[src/rtl/core/trme_pkg.sv]
// shared types and constants for the tiny register machine executor
// no dependencies; used by the channel interfaces and every module of the block
package trme_pkg;

	localparam int REG_COUNT     = 5;
	localparam int MEM_WORDS     = 50;
	localparam int PROGRAM_LINES = 256;
	localparam int QUEUE_DEPTH   = 2;

	localparam int CMD_W  = 3;
	localparam int KIND_W = 2;
	localparam int REG_W  = 3;
	localparam int ADDR_W = 6;
	localparam int WORD_W = 32;
	localparam int LINE_W = 9;
	localparam int ERR_W  = 2;
	localparam int OP_W   = 4;

	// instruction codes
	localparam logic [CMD_W-1:0] CMD_MOV = 3'd0;
	localparam logic [CMD_W-1:0] CMD_ADD = 3'd1;
	localparam logic [CMD_W-1:0] CMD_SUB = 3'd2;
	localparam logic [CMD_W-1:0] CMD_JMP = 3'd3;
	localparam logic [CMD_W-1:0] CMD_JPN = 3'd4;
	localparam logic [CMD_W-1:0] CMD_PRN = 3'd5;
	localparam logic [CMD_W-1:0] CMD_HLT = 3'd6;

	// operand kinds
	localparam logic [KIND_W-1:0] KIND_REG  = 2'd0;
	localparam logic [KIND_W-1:0] KIND_MEM  = 2'd1;
	localparam logic [KIND_W-1:0] KIND_CON  = 2'd2;
	localparam logic [KIND_W-1:0] KIND_NONE = 2'd3;

	// decoded operations
	localparam logic [OP_W-1:0] OP_ERR  = 4'd0;
	localparam logic [OP_W-1:0] OP_MOVE = 4'd1;
	localparam logic [OP_W-1:0] OP_ADD  = 4'd2;
	localparam logic [OP_W-1:0] OP_SUB  = 4'd3;
	localparam logic [OP_W-1:0] OP_JMP  = 4'd4;
	localparam logic [OP_W-1:0] OP_JZ   = 4'd5;
	localparam logic [OP_W-1:0] OP_JLE  = 4'd6;
	localparam logic [OP_W-1:0] OP_PRN  = 4'd7;
	localparam logic [OP_W-1:0] OP_HLT  = 4'd8;

	// error codes
	localparam logic [ERR_W-1:0] ERR_NONE   = 2'd0;
	localparam logic [ERR_W-1:0] ERR_FORM   = 2'd1;
	localparam logic [ERR_W-1:0] ERR_TARGET = 2'd2;

	// one classified instruction as it travels from front to back
	typedef struct packed {
		logic [OP_W-1:0]   op;
		logic [KIND_W-1:0] src_kind;
		logic [REG_W-1:0]  src_reg;
		logic [REG_W-1:0]  a_reg;
		logic [REG_W-1:0]  dst_reg;
		logic [ADDR_W-1:0] mem_addr;
		logic              wr_reg;
		logic              wr_mem;
		logic [WORD_W-1:0] imm;
	} dec_t;

endpackage

[src/rtl/core/trme_if.sv]
// valid/ready channel interfaces for instruction items and result items
// depends on trme_pkg for the field widths
interface trme_in_if;
	logic                             valid;
	logic                             ready;
	logic [trme_pkg::CMD_W-1:0]       cmd;
	logic [trme_pkg::KIND_W-1:0]      first_kind;
	logic [trme_pkg::KIND_W-1:0]      second_kind;
	logic [trme_pkg::REG_W-1:0]       first_reg;
	logic [trme_pkg::REG_W-1:0]       second_reg;
	logic [trme_pkg::ADDR_W-1:0]      first_addr;
	logic [trme_pkg::ADDR_W-1:0]      second_addr;
	logic signed [trme_pkg::WORD_W-1:0] constant_value;

	modport source (
		output valid, cmd, first_kind, second_kind, first_reg, second_reg,
		output first_addr, second_addr, constant_value,
		input  ready
	);
	modport sink (
		input  valid, cmd, first_kind, second_kind, first_reg, second_reg,
		input  first_addr, second_addr, constant_value,
		output ready
	);
endinterface

interface trme_out_if;
	logic                         valid;
	logic                         ready;
	logic [trme_pkg::LINE_W-1:0]  next_line;
	logic                         print_valid;
	logic [trme_pkg::WORD_W-1:0]  print_value;
	logic                         print_unsigned;
	logic                         halted;
	logic [trme_pkg::ERR_W-1:0]   error_code;

	modport source (
		output valid, next_line, print_valid, print_value, print_unsigned, halted,
		output error_code,
		input  ready
	);
	modport sink (
		input  valid, next_line, print_valid, print_value, print_unsigned, halted,
		input  error_code,
		output ready
	);
endinterface

[src/rtl/core/trme_front.sv]
// front part: accepts instruction items and classifies operand forms
// depends on trme_pkg and trme_in_if
module trme_front (
	trme_in_if.sink          instr,
	output logic             push_valid,
	output trme_pkg::dec_t   push_op,
	input  logic             push_ready
);

	logic k1_ok;
	logic k2_ok;
	logic [trme_pkg::KIND_W-1:0] k1;
	logic [trme_pkg::KIND_W-1:0] k2;

	assign instr.ready = push_ready;
	assign push_valid  = instr.valid;
	assign k1 = instr.first_kind;
	assign k2 = instr.second_kind;

	// register index and address range checks
	always_comb begin
		case (k1)
			trme_pkg::KIND_REG: k1_ok = int'(instr.first_reg) < trme_pkg::REG_COUNT;
			trme_pkg::KIND_MEM: k1_ok = int'(instr.first_addr) < trme_pkg::MEM_WORDS;
			default:            k1_ok = 1'b1;
		endcase
		case (k2)
			trme_pkg::KIND_REG: k2_ok = int'(instr.second_reg) < trme_pkg::REG_COUNT;
			trme_pkg::KIND_MEM: k2_ok = int'(instr.second_addr) < trme_pkg::MEM_WORDS;
			default:            k2_ok = 1'b1;
		endcase
	end

	always_comb begin
		push_op          = '0;
		push_op.op       = trme_pkg::OP_ERR;
		push_op.src_kind = trme_pkg::KIND_CON;
		push_op.imm      = $unsigned(instr.constant_value);
		if (k1_ok && k2_ok) begin
			case (instr.cmd)
				trme_pkg::CMD_MOV: begin
					if (k1 == trme_pkg::KIND_REG && k2 == trme_pkg::KIND_REG) begin
						// copies first into second
						push_op.op       = trme_pkg::OP_MOVE;
						push_op.src_kind = trme_pkg::KIND_REG;
						push_op.src_reg  = instr.first_reg;
						push_op.dst_reg  = instr.second_reg;
						push_op.wr_reg   = 1'b1;
					end else if (k1 == trme_pkg::KIND_REG && k2 == trme_pkg::KIND_CON) begin
						push_op.op       = trme_pkg::OP_MOVE;
						push_op.dst_reg  = instr.first_reg;
						push_op.wr_reg   = 1'b1;
					end else if (k1 == trme_pkg::KIND_REG && k2 == trme_pkg::KIND_MEM) begin
						push_op.op       = trme_pkg::OP_MOVE;
						push_op.src_kind = trme_pkg::KIND_REG;
						push_op.src_reg  = instr.first_reg;
						push_op.mem_addr = instr.second_addr;
						push_op.wr_mem   = 1'b1;
					end else if (k1 == trme_pkg::KIND_MEM && k2 == trme_pkg::KIND_REG) begin
						push_op.op       = trme_pkg::OP_MOVE;
						push_op.src_kind = trme_pkg::KIND_MEM;
						push_op.mem_addr = instr.first_addr;
						push_op.dst_reg  = instr.second_reg;
						push_op.wr_reg   = 1'b1;
					end else if (k1 == trme_pkg::KIND_MEM && k2 == trme_pkg::KIND_CON) begin
						push_op.op       = trme_pkg::OP_MOVE;
						push_op.mem_addr = instr.first_addr;
						push_op.wr_mem   = 1'b1;
					end
				end
				trme_pkg::CMD_ADD, trme_pkg::CMD_SUB: begin
					if (k1 == trme_pkg::KIND_REG && k2 != trme_pkg::KIND_NONE) begin
						push_op.op       = (instr.cmd == trme_pkg::CMD_ADD) ?
						                   trme_pkg::OP_ADD : trme_pkg::OP_SUB;
						push_op.a_reg    = instr.first_reg;
						push_op.dst_reg  = instr.first_reg;
						push_op.wr_reg   = 1'b1;
						push_op.src_kind = k2;
						push_op.src_reg  = instr.second_reg;
						push_op.mem_addr = instr.second_addr;
					end
				end
				trme_pkg::CMD_JMP: begin
					if (k1 == trme_pkg::KIND_REG && k2 == trme_pkg::KIND_CON) begin
						push_op.op    = trme_pkg::OP_JZ;
						push_op.a_reg = instr.first_reg;
					end else if (k1 == trme_pkg::KIND_CON && k2 == trme_pkg::KIND_NONE) begin
						push_op.op    = trme_pkg::OP_JMP;
					end
				end
				trme_pkg::CMD_JPN: begin
					if (k1 == trme_pkg::KIND_REG && k2 == trme_pkg::KIND_CON) begin
						push_op.op    = trme_pkg::OP_JLE;
						push_op.a_reg = instr.first_reg;
					end
				end
				trme_pkg::CMD_PRN: begin
					if (k1 != trme_pkg::KIND_NONE && k2 == trme_pkg::KIND_NONE) begin
						push_op.op       = trme_pkg::OP_PRN;
						push_op.src_kind = k1;
						push_op.src_reg  = instr.first_reg;
						push_op.mem_addr = instr.first_addr;
					end
				end
				trme_pkg::CMD_HLT: begin
					if (k1 == trme_pkg::KIND_NONE && k2 == trme_pkg::KIND_NONE) begin
						push_op.op = trme_pkg::OP_HLT;
					end
				end
				default: ;
			endcase
		end
	end

endmodule

[src/rtl/core/trme_queue.sv]
// short queue of classified instructions between front and back
// depends on trme_pkg for the entry type and depth
module trme_queue (
	input  logic           clk,
	input  logic           arst_n,
	input  logic           push_valid,
	input  trme_pkg::dec_t push_op,
	output logic           push_ready,
	output logic           pop_valid,
	output trme_pkg::dec_t pop_op,
	input  logic           pop_ready
);

	localparam int PTR_W = (trme_pkg::QUEUE_DEPTH > 1) ? $clog2(trme_pkg::QUEUE_DEPTH) : 1;
	localparam int CNT_W = $clog2(trme_pkg::QUEUE_DEPTH + 1);

	trme_pkg::dec_t   slot_q [trme_pkg::QUEUE_DEPTH];
	logic [PTR_W-1:0] wr_q;
	logic [PTR_W-1:0] rd_q;
	logic [CNT_W-1:0] count_q;
	logic             push;
	logic             pop;

	assign push_ready = count_q != CNT_W'(trme_pkg::QUEUE_DEPTH);
	assign pop_valid  = count_q != '0;
	assign pop_op     = slot_q[rd_q];
	assign push       = push_valid && push_ready;
	assign pop        = pop_valid && pop_ready;

	always_ff @(posedge clk) begin
		if (push) begin
			slot_q[wr_q] <= push_op;
		end
	end

	always_ff @(posedge clk or negedge arst_n) begin
		if (!arst_n) begin
			wr_q    <= '0;
			rd_q    <= '0;
			count_q <= '0;
		end else begin
			if (push) begin
				wr_q <= (wr_q == PTR_W'(trme_pkg::QUEUE_DEPTH - 1)) ? '0 : wr_q + 1'b1;
			end
			if (pop) begin
				rd_q <= (rd_q == PTR_W'(trme_pkg::QUEUE_DEPTH - 1)) ? '0 : rd_q + 1'b1;
			end
			if (push && !pop) begin
				count_q <= count_q + 1'b1;
			end else if (pop && !push) begin
				count_q <= count_q - 1'b1;
			end
		end
	end

endmodule

[src/rtl/core/trme_back.sv]
// back part: operand read stage, execute, machine state and result register
// depends on trme_pkg and trme_out_if
module trme_back (
	input  logic                          clk,
	input  logic                          arst_n,
	input  logic                          pop_valid,
	input  trme_pkg::dec_t                pop_op,
	output logic                          pop_ready,
	input  logic [trme_pkg::LINE_W-1:0]   plen,
	trme_out_if.source                    result
);

	localparam int W = trme_pkg::WORD_W;
	localparam int L = trme_pkg::LINE_W;

	// machine state
	logic [W-1:0]                   rf_q   [trme_pkg::REG_COUNT];
	logic [W-1:0]                   mem_q  [trme_pkg::MEM_WORDS];
	logic [trme_pkg::MEM_WORDS-1:0] mvld_q;
	logic [L-1:0]                   line_q;
	logic                           halt_q;

	// operand stage
	logic                 vld_s1;
	trme_pkg::dec_t       op_s1;
	logic [W-1:0]         ra_s1;
	logic [W-1:0]         rs_s1;
	logic [W-1:0]         ram_s1;
	logic                 mvld_s1;
	logic                 fwd_s1;
	logic [W-1:0]         fwd_data_s1;

	// result register
	logic                         res_valid_q;
	logic [L-1:0]                 nl_q;
	logic                         pv_q;
	logic [W-1:0]                 pval_q;
	logic                         puns_q;
	logic                         halted_q;
	logic [trme_pkg::ERR_W-1:0]   err_q;

	logic                         adv;
	logic                         load;
	logic                         run;
	logic                         rf_we;
	logic                         mem_we;
	logic [W-1:0]                 wd;
	logic [W-1:0]                 mem_val;
	logic [W-1:0]                 src_val;
	logic [W-1:0]                 ra_rd;
	logic [W-1:0]                 rs_rd;
	logic                         a_zero;
	logic                         take;
	logic                         tgt_ok;
	logic [L-1:0]                 tgt;
	logic [L-1:0]                 line_inc;
	logic [L-1:0]                 line_d;
	logic                         halt_d;
	logic [trme_pkg::ERR_W-1:0]   err_d;

	assign adv       = !res_valid_q || result.ready;
	assign pop_ready = adv;
	assign load      = adv && pop_valid;
	assign run       = adv && vld_s1 && !halt_q;

	// register reads with bypass of the write in the same edge
	always_comb begin
		ra_rd = (int'(pop_op.a_reg) < trme_pkg::REG_COUNT) ? rf_q[pop_op.a_reg] : '0;
		rs_rd = (int'(pop_op.src_reg) < trme_pkg::REG_COUNT) ? rf_q[pop_op.src_reg] : '0;
		if (rf_we && op_s1.dst_reg == pop_op.a_reg) begin
			ra_rd = wd;
		end
		if (rf_we && op_s1.dst_reg == pop_op.src_reg) begin
			rs_rd = wd;
		end
	end

	// execute
	always_comb begin
		mem_val = fwd_s1 ? fwd_data_s1 : (mvld_s1 ? ram_s1 : '0);
		case (op_s1.src_kind)
			trme_pkg::KIND_REG: src_val = rs_s1;
			trme_pkg::KIND_MEM: src_val = mem_val;
			default:            src_val = op_s1.imm;
		endcase
		case (op_s1.op)
			trme_pkg::OP_ADD: wd = ra_s1 + src_val;
			trme_pkg::OP_SUB: wd = ra_s1 - src_val;
			default:          wd = src_val;
		endcase
		a_zero = ra_s1 == '0;
		case (op_s1.op)
			trme_pkg::OP_JMP: take = 1'b1;
			trme_pkg::OP_JZ:  take = a_zero;
			trme_pkg::OP_JLE: take = a_zero || ra_s1[W-1];
			default:          take = 1'b0;
		endcase
		tgt      = op_s1.imm[L-1:0];
		tgt_ok   = (op_s1.imm[W-1:L] == '0) && (tgt != '0) && (tgt <= plen);
		line_inc = line_q + 1'b1;
		line_d   = line_inc;
		halt_d   = line_inc >= plen;
		err_d    = (op_s1.op == trme_pkg::OP_ERR) ? trme_pkg::ERR_FORM : trme_pkg::ERR_NONE;
		if (take) begin
			if (tgt_ok) begin
				line_d = tgt - 1'b1;
				halt_d = 1'b0;
			end else begin
				line_d = line_q;
				halt_d = 1'b1;
				err_d  = trme_pkg::ERR_TARGET;
			end
		end else if (op_s1.op == trme_pkg::OP_HLT) begin
			line_d = plen;
			halt_d = 1'b1;
		end
		rf_we  = run && op_s1.wr_reg &&
		         (op_s1.op inside {trme_pkg::OP_MOVE, trme_pkg::OP_ADD, trme_pkg::OP_SUB});
		mem_we = run && op_s1.wr_mem && (op_s1.op == trme_pkg::OP_MOVE);
	end

	// data memory and operand stage payload
	always_ff @(posedge clk) begin
		if (mem_we) begin
			mem_q[op_s1.mem_addr] <= wd;
		end
		if (load) begin
			op_s1 <= pop_op;
			ra_s1 <= ra_rd;
			rs_s1 <= rs_rd;
			if (pop_op.src_kind == trme_pkg::KIND_MEM) begin
				ram_s1      <= mem_q[pop_op.mem_addr];
				mvld_s1     <= mvld_q[pop_op.mem_addr];
				fwd_s1      <= mem_we && (op_s1.mem_addr == pop_op.mem_addr);
				fwd_data_s1 <= wd;
			end
		end
		if (adv && vld_s1) begin
			if (halt_q) begin
				nl_q     <= line_q;
				pv_q     <= 1'b0;
				pval_q   <= '0;
				puns_q   <= 1'b0;
				halted_q <= 1'b1;
				err_q    <= trme_pkg::ERR_NONE;
			end else begin
				nl_q     <= line_d;
				pv_q     <= op_s1.op == trme_pkg::OP_PRN;
				pval_q   <= (op_s1.op == trme_pkg::OP_PRN) ? src_val : '0;
				puns_q   <= (op_s1.op == trme_pkg::OP_PRN) &&
				            (op_s1.src_kind == trme_pkg::KIND_MEM);
				halted_q <= halt_d;
				err_q    <= err_d;
			end
		end
	end

	// control and architectural state
	always_ff @(posedge clk or negedge arst_n) begin
		if (!arst_n) begin
			vld_s1      <= 1'b0;
			res_valid_q <= 1'b0;
			line_q      <= '0;
			halt_q      <= 1'b0;
			mvld_q      <= '0;
			for (int i = 0; i < trme_pkg::REG_COUNT; i++) begin
				rf_q[i] <= '0;
			end
		end else begin
			if (adv) begin
				vld_s1      <= pop_valid;
				res_valid_q <= vld_s1;
			end
			if (run) begin
				line_q <= line_d;
				halt_q <= halt_d;
			end
			if (rf_we) begin
				rf_q[op_s1.dst_reg] <= wd;
			end
			if (mem_we) begin
				mvld_q[op_s1.mem_addr] <= 1'b1;
			end
		end
	end

	assign result.valid          = res_valid_q;
	assign result.next_line      = nl_q;
	assign result.print_valid    = pv_q;
	assign result.print_value    = pval_q;
	assign result.print_unsigned = puns_q;
	assign result.halted         = halted_q;
	assign result.error_code     = err_q;

endmodule

[src/rtl/core/tiny_register_machine_executor.sv]
// top level of the tiny register machine executor: front, queue, back and length register
// depends on trme_pkg, trme_if, trme_front, trme_queue and trme_back
//
// usage
// - instr carries one decoded instruction per item (valid/ready); result returns
//   exactly one item per instruction, in order, with the next 0-based line to fetch,
//   an optional printed word, the halt flag and an error code
// - cfg_we/cfg_data write program_length (0 reads as 1, above 256 as 256);
//   write it only while no instruction is in flight
// - an accepted item passes the queue, the operand stage and the result register
// - throughput: one item per cycle sustained while result items are taken; the execute
//   stage does one register or memory read-modify-write per cycle and bypasses a
//   write to the operand read that happens at the same edge
// - a result that is not taken holds the execute stage; the two-entry queue then
//   fills and instr.ready drops, so nothing is lost or repeated
// - reset clears the registers, the memory valid bits (so every word reads zero),
//   the line counter and the halt flag, and sets program_length to 1; no sweep is
//   needed and items are accepted right after reset
// - once halted, every further item returns the held line with halted set
module tiny_register_machine_executor (
	input  logic                         clk,
	input  logic                         arst_n,
	input  logic                         cfg_we,
	input  logic [trme_pkg::LINE_W-1:0]  cfg_data,
	trme_in_if.sink                      instr,
	trme_out_if.source                   result
);

	logic [trme_pkg::LINE_W-1:0] plen_q;
	logic                        push_valid;
	logic                        push_ready;
	trme_pkg::dec_t              push_op;
	logic                        pop_valid;
	logic                        pop_ready;
	trme_pkg::dec_t              pop_op;

	// program length register, saturated to the supported line range
	always_ff @(posedge clk or negedge arst_n) begin
		if (!arst_n) begin
			plen_q <= trme_pkg::LINE_W'(1);
		end else if (cfg_we) begin
			if (cfg_data == '0) begin
				plen_q <= trme_pkg::LINE_W'(1);
			end else if (cfg_data > trme_pkg::LINE_W'(trme_pkg::PROGRAM_LINES)) begin
				plen_q <= trme_pkg::LINE_W'(trme_pkg::PROGRAM_LINES);
			end else begin
				plen_q <= cfg_data;
			end
		end
	end

	// classify operand forms on entry
	trme_front u_front (
		.instr      (instr),
		.push_valid (push_valid),
		.push_op    (push_op),
		.push_ready (push_ready)
	);

	// decouples acceptance from execution
	trme_queue u_queue (
		.clk        (clk),
		.arst_n     (arst_n),
		.push_valid (push_valid),
		.push_op    (push_op),
		.push_ready (push_ready),
		.pop_valid  (pop_valid),
		.pop_op     (pop_op),
		.pop_ready  (pop_ready)
	);

	// operand read, execute and result register
	trme_back u_back (
		.clk       (clk),
		.arst_n    (arst_n),
		.pop_valid (pop_valid),
		.pop_op    (pop_op),
		.pop_ready (pop_ready),
		.plen      (plen_q),
		.result    (result)
	);

endmodule

[src/flat_wrapper.sv]
// flat-port wrapper written by rule: the top's interface ports become plain ports
module tiny_register_machine_executor_flat 
  (clk, arst_n, cfg_we, cfg_data, instr_valid, instr_cmd, instr_first_kind, instr_second_kind, instr_first_reg, instr_second_reg, instr_first_addr, instr_second_addr, instr_constant_value, instr_ready, result_valid, result_next_line, result_print_valid, result_print_value, result_print_unsigned, result_halted, result_error_code, result_ready);
  trme_in_if instr_i ();
  trme_out_if result_i ();
  input  logic clk;
  input  logic arst_n;
  input  logic cfg_we;
  input  logic [trme_pkg::LINE_W-1:0] cfg_data;
  input wire logic [$bits(instr_i.valid)-1:0] instr_valid;
  input wire logic [$bits(instr_i.cmd)-1:0] instr_cmd;
  input wire logic [$bits(instr_i.first_kind)-1:0] instr_first_kind;
  input wire logic [$bits(instr_i.second_kind)-1:0] instr_second_kind;
  input wire logic [$bits(instr_i.first_reg)-1:0] instr_first_reg;
  input wire logic [$bits(instr_i.second_reg)-1:0] instr_second_reg;
  input wire logic [$bits(instr_i.first_addr)-1:0] instr_first_addr;
  input wire logic [$bits(instr_i.second_addr)-1:0] instr_second_addr;
  input wire logic [$bits(instr_i.constant_value)-1:0] instr_constant_value;
  output wire logic [$bits(instr_i.ready)-1:0] instr_ready;
  output wire logic [$bits(result_i.valid)-1:0] result_valid;
  output wire logic [$bits(result_i.next_line)-1:0] result_next_line;
  output wire logic [$bits(result_i.print_valid)-1:0] result_print_valid;
  output wire logic [$bits(result_i.print_value)-1:0] result_print_value;
  output wire logic [$bits(result_i.print_unsigned)-1:0] result_print_unsigned;
  output wire logic [$bits(result_i.halted)-1:0] result_halted;
  output wire logic [$bits(result_i.error_code)-1:0] result_error_code;
  input wire logic [$bits(result_i.ready)-1:0] result_ready;
  assign instr_i.valid = instr_valid;
  assign instr_i.cmd = instr_cmd;
  assign instr_i.first_kind = instr_first_kind;
  assign instr_i.second_kind = instr_second_kind;
  assign instr_i.first_reg = instr_first_reg;
  assign instr_i.second_reg = instr_second_reg;
  assign instr_i.first_addr = instr_first_addr;
  assign instr_i.second_addr = instr_second_addr;
  assign instr_i.constant_value = instr_constant_value;
  assign instr_ready = instr_i.ready;
  assign result_valid = result_i.valid;
  assign result_next_line = result_i.next_line;
  assign result_print_valid = result_i.print_valid;
  assign result_print_value = result_i.print_value;
  assign result_print_unsigned = result_i.print_unsigned;
  assign result_halted = result_i.halted;
  assign result_error_code = result_i.error_code;
  assign result_i.ready = result_ready;
  tiny_register_machine_executor u_core (.clk(clk), .arst_n(arst_n), .cfg_we(cfg_we), .cfg_data(cfg_data), .instr(instr_i), .result(result_i));
endmodule
[config.mk]
export PLATFORM = sky130hd
export DESIGN_NAME = tiny_register_machine_executor_flat
export DESIGN_NICKNAME = d
export VERILOG_FILES = /design/src/rtl/core/trme_pkg.sv /design/src/rtl/core/trme_if.sv /design/src/rtl/core/trme_front.sv /design/src/rtl/core/trme_queue.sv /design/src/rtl/core/trme_back.sv /design/src/rtl/core/tiny_register_machine_executor.sv /design/src/flat_wrapper.sv
export SDC_FILE = /design/constraint.sdc
export NUM_CORES = 2
export LEC_CHECK = 0
export BUFFER_PORTS_ARGS = -buffer_cell sky130_fd_sc_hd__buf_2
export CAP_MARGIN = 20
export CORE_MARGIN = 5
export CORE_UTILIZATION = 62
export CTS_CLUSTER_SIZE = 20
export DETAILED_ROUTE_END_ITERATION = 10
export PLACE_DENSITY_LB_ADDON = 0.05
export SLEW_MARGIN = 10
export SYNTH_ARGS = -nofsm -noshare
export SYNTH_HDL_FRONTEND = slang
export SYNTH_SLANG_ARGS = --single-unit
export TNS_END_PERCENT = 10
[constraint.sdc]
create_clock -name clk -period 10 [get_ports clk]
set_clock_uncertainty 0.15 [all_clocks]
set_input_delay 0.5 -clock clk [delete_from_list [all_inputs] [get_ports clk]]
set_output_delay 0.5 -clock clk [all_outputs]
set_load 0.05 [all_outputs]
==> flow_summary.yaml <==
grt:
  grt-ovfl-total: 0
  antenna_found_initial: 17
  grt_pass1_vias: 57900
  grt_pass1_wl_um: 377000
  grt_start_max_net_pins: 144
  grt_usage_pct: 32.2
route:
  dr.first_iter.drc_count: 6953
  drcViolationCount: 0
  vias: 61000
  via_per_inst: 6.44
  first_pass_iters: 6
  routedWlPerCell_um: 26.7
  totalWireLength_um: 253000
  antenna_left: 0
clocking:
  cts_resized: 0
  cts_setup_buffers: 0
  cts.reportedPaths.clkPinSlew_ps: 60
  cts_tree: "built"
  cts_buffer_depth: 3
  clock-root-buffer: "clkbuf_16"
  cts.sinks: 2170
  numCtsBuffers: 212
  ctsHtreeMaxLevel: 4
  clk_latency_ps: 840
  cts_hold_buf: 80
worst_setup_path:
  endpoint_kind: "flop"
  worstPathMaxFanout: 51
  crit_type: "reg2reg"
  cp-start-kind: "flop"
  arrival_ps: 7710
  cp.required_ps: 10350
timing:
  setup_viol: 0
  hold_viol_final: 0
  min_period_ps: 7360
  fin_setup_tns_ps: 0
  maxSlewViolCount: 0
  slew_headroom_pct: 23.7
  worst_slew_pin_slew_ps: 1130
  fmax_mhz: 136
  rsz0062_at_grt: "false"
  fin_crit_sh_pct: 73.6
  whs_ps: 52.6
die:
  io_pins: 119
  die_h_um: 393
  chipWidth_um: 393
  rows: 140
  dieArea_mm2: 0.155
  initial_core_util_pct: 62.5
  placeableCoreArea_mm2: 0.146
layout:
  final_common_cell: "nand2_1"
  fill_cells: 10000
  layout_common_cells: "1958 x nand2_1, 1935 x edfxtp_1, 816 x nand3_1"
  fin_cells: 9464
  drive_gt1_share_pct: 11.8
  final_net_count: 7481
  area_delta_synth_final_pct: 12.1
synthesis:
  synth-main-ff-cell: "edfxtp_1"
  async_flop_share_pct: 10.8
  synth-seq-cells: 2170
  yosys.area.top_type: "edfxtp_1"
  synth_top_area_share_pct: 63.8
  synth_area_mm2: 0.0911
  yosysWarnings: 0
  synthCells: 7266
  avgSynthCellArea_um2: 12.5
  yosys-top-cells-area: "edfxtp_1 64%, nand2_1 8.1%, dfrtp_1 6.4%"
  ys_types: 76
  synth-edff-count: 1935
  syn_nets: 7391
  yosysSeqAreaShare_pct: 70.2
placed_design:
  place_hpwl_um: 141000
  dpl.cell_count: 8978
  place.gp.congestion: 0.895
  io_buffers: 118
power_and_ir_drop:
  cellLeakagePower_nw: 36.7
  powerDensity_mw_per_mm2: 328
  vdd_drop_max_v: 0.000262
  totalPowerFinal_w: 0.0335
worst_hold_path:
  hold_path.class: "in2reg"
run_status:
  status: "complete, no violations"
flow_run:
  max_cap_violations: 0
-- critical path, cell delays in order, from the launching register on --
cell and delay [ps]:
edfxtp_1 320, buf_4 370, nand2b_2 480, a221o_1 460
a222oi_1 710, nand4_1 270, or4_1 640, or2_1 320
nand2_1 120, xnor2_1 150, ha_1 350, nand4_1 140
o311a_1 170, a31oi_1 80, or2_2 320, a221o_1 430
a31oi_1 230, nor3b_1 90, a211oi_1 770, inv_1 110
buf_4 300
-- metrics by stage --
stage / utilization (%) / area [um^2] / setup slack [ps]
after CTS: 70.0 / 102000 / 2680
after detailed placement: 64.6 / 94300 / 2710
after global routing: 70.0 / 102000 / 2130
after floorplan: - / 91100 / 3110
final: 70.0 / 102000 / 2640
after global placement: 64.6 / 94300 / 2760
-- layout make-up --
| type | count | area [um^2] | area share, % |
|---|---|---|---|
| flip-flops and latches | 2170 | 64000 | 62.7 |
| multi-input cells | 4536 | 25600 | 25.1 |
| clock buffers | 276 | 5790 | 5.67 |
| repair buffers | 366 | 2840 | 2.78 |
| well taps | 1917 | 2400 | 2.35 |
| clock inverters | 121 | 1190 | 1.17 |
| inverters | 70 | 283 | 0.277 |
| diodes | 8 | 20.0 | 0.0196 |
-- worst paths after layout --
| kind | cells past startpoint | endpoint | from | slack, ps |
|---|---|---|---|---|
| max reg2reg | 20 | u_core.u_back.mem_q[31][30]$_DFFE_PP_ | u_core.u_back.op_s1[49]$_DFFE_PP_ | 2640 |
| min in group asynchronous | 2 | u_core.u_back.rf_q[53]$_DFFE_PN0P_ | arst_n | 90 |
| min reg2reg | 1 | u_core.u_back.mvld_q[5]$_DFFE_PN0P_ | u_core.u_back.mvld_q[5]$_DFFE_PN0P_ | 320 |
| max | 20 | u_core.u_back.mem_q[31][30]$_DFFE_PP_ | u_core.u_back.op_s1[49]$_DFFE_PP_ | 2640 |
| min | 3 | u_core.u_queue.slot_q[1][54]$_DFFE_PP_ | instr_cmd[1] | 50 |
| max in group asynchronous | 3 | u_core.u_queue.rd_q$_DFFE_PN0P_ | arst_n | 8090 |
-- logic make-up (layout without fill, tap and decap cells) --
group | Yosys count | after routing | share of synthesized area, %
AO/OA/AOI/OAI | 898 | 898 | 6.87
buffers and inverters | 560 | 833 | 2.35
adder cells (fa/ha/maj) | 54 | 54 | 0.750
other | 0 | 8 | 0
AND/OR/NAND/NOR | 3335 | 3335 | 15.8
XOR/XNOR | 87 | 87 | 0.836
multiplexers | 162 | 162 | 3.16
flip-flops | 2170 | 2170 | 70.2
-- where the power goes --
part,leakage [nW],internal [W],switching (W),total (W)
Combinational,12.4,0.00322,0.00925,0.0125
Clock,3.43,0.00455,0.00339,0.00794
Sequential,20.9,0.0127,0.000319,0.0131
Total,36.7,0.0205,0.0130,0.0335
-- layer usage --
metal	routed length (um)	up-vias	part of all wire (%)	track usage, %
li1	-	27000	-	-
met1	100000	30400	40	45.8
met2	123000	3040	49	51.9
met3	22000	485	8.7	5.15
met4	7980	6	3.2	10.2
met5	41	-	0.016	0
-- state kept, by name, indices dropped and copies added, names as in the netlist, 2 cells and up --
| name | cells |
|---|---|
| u_core.u_back.ra_s1 | 32 |
| u_core.u_back.result.next_line | 9 |
| u_core.u_back.op_s1 | 49 |
| u_core.u_back.result.print_value | 32 |
| u_core.u_back.mem_q | 1600 |
| u_core.u_back.result.error_code | 2 |
| u_core.u_back.rs_s1 | 32 |
| u_core.u_back.fwd_data_s1 | 32 |
| u_core.u_queue.count_q | 2 |
| u_core.u_back.rf_q | 160 |
| u_core.u_back.line_q | 9 |
| u_core.plen_q | 9 |
| u_core.u_back.mvld_q | 50 |
| u_core.u_back.ram_s1 | 32 |
| u_core.u_queue.slot_q | 110 |
-- cells in the mapped netlist, types with 19 or more instances --
master	number
nand2b_1	25
nor4_1	24
dfrtp_1	234
xnor2_1	51
a22oi_1	19
inv_1	67
clkbuf_1	438
nor2_1	234
buf_1	41
a221oi_1	70
nand2_1	1958
a221o_1	23
ha_1	53
a311oi_1	201
nand4_1	22
a21oi_1	140
mux2i_1	20
o21ai_0	173
a22o_1	19
mux2_2	46
and3_1	108
nor3_1	21
xor2_1	36
or2_2	55
edfxtp_1	1935
mux4_2	96
a31oi_1	127
nand3_1	817
Note: power is estimated with default switching activity, not from simulation.
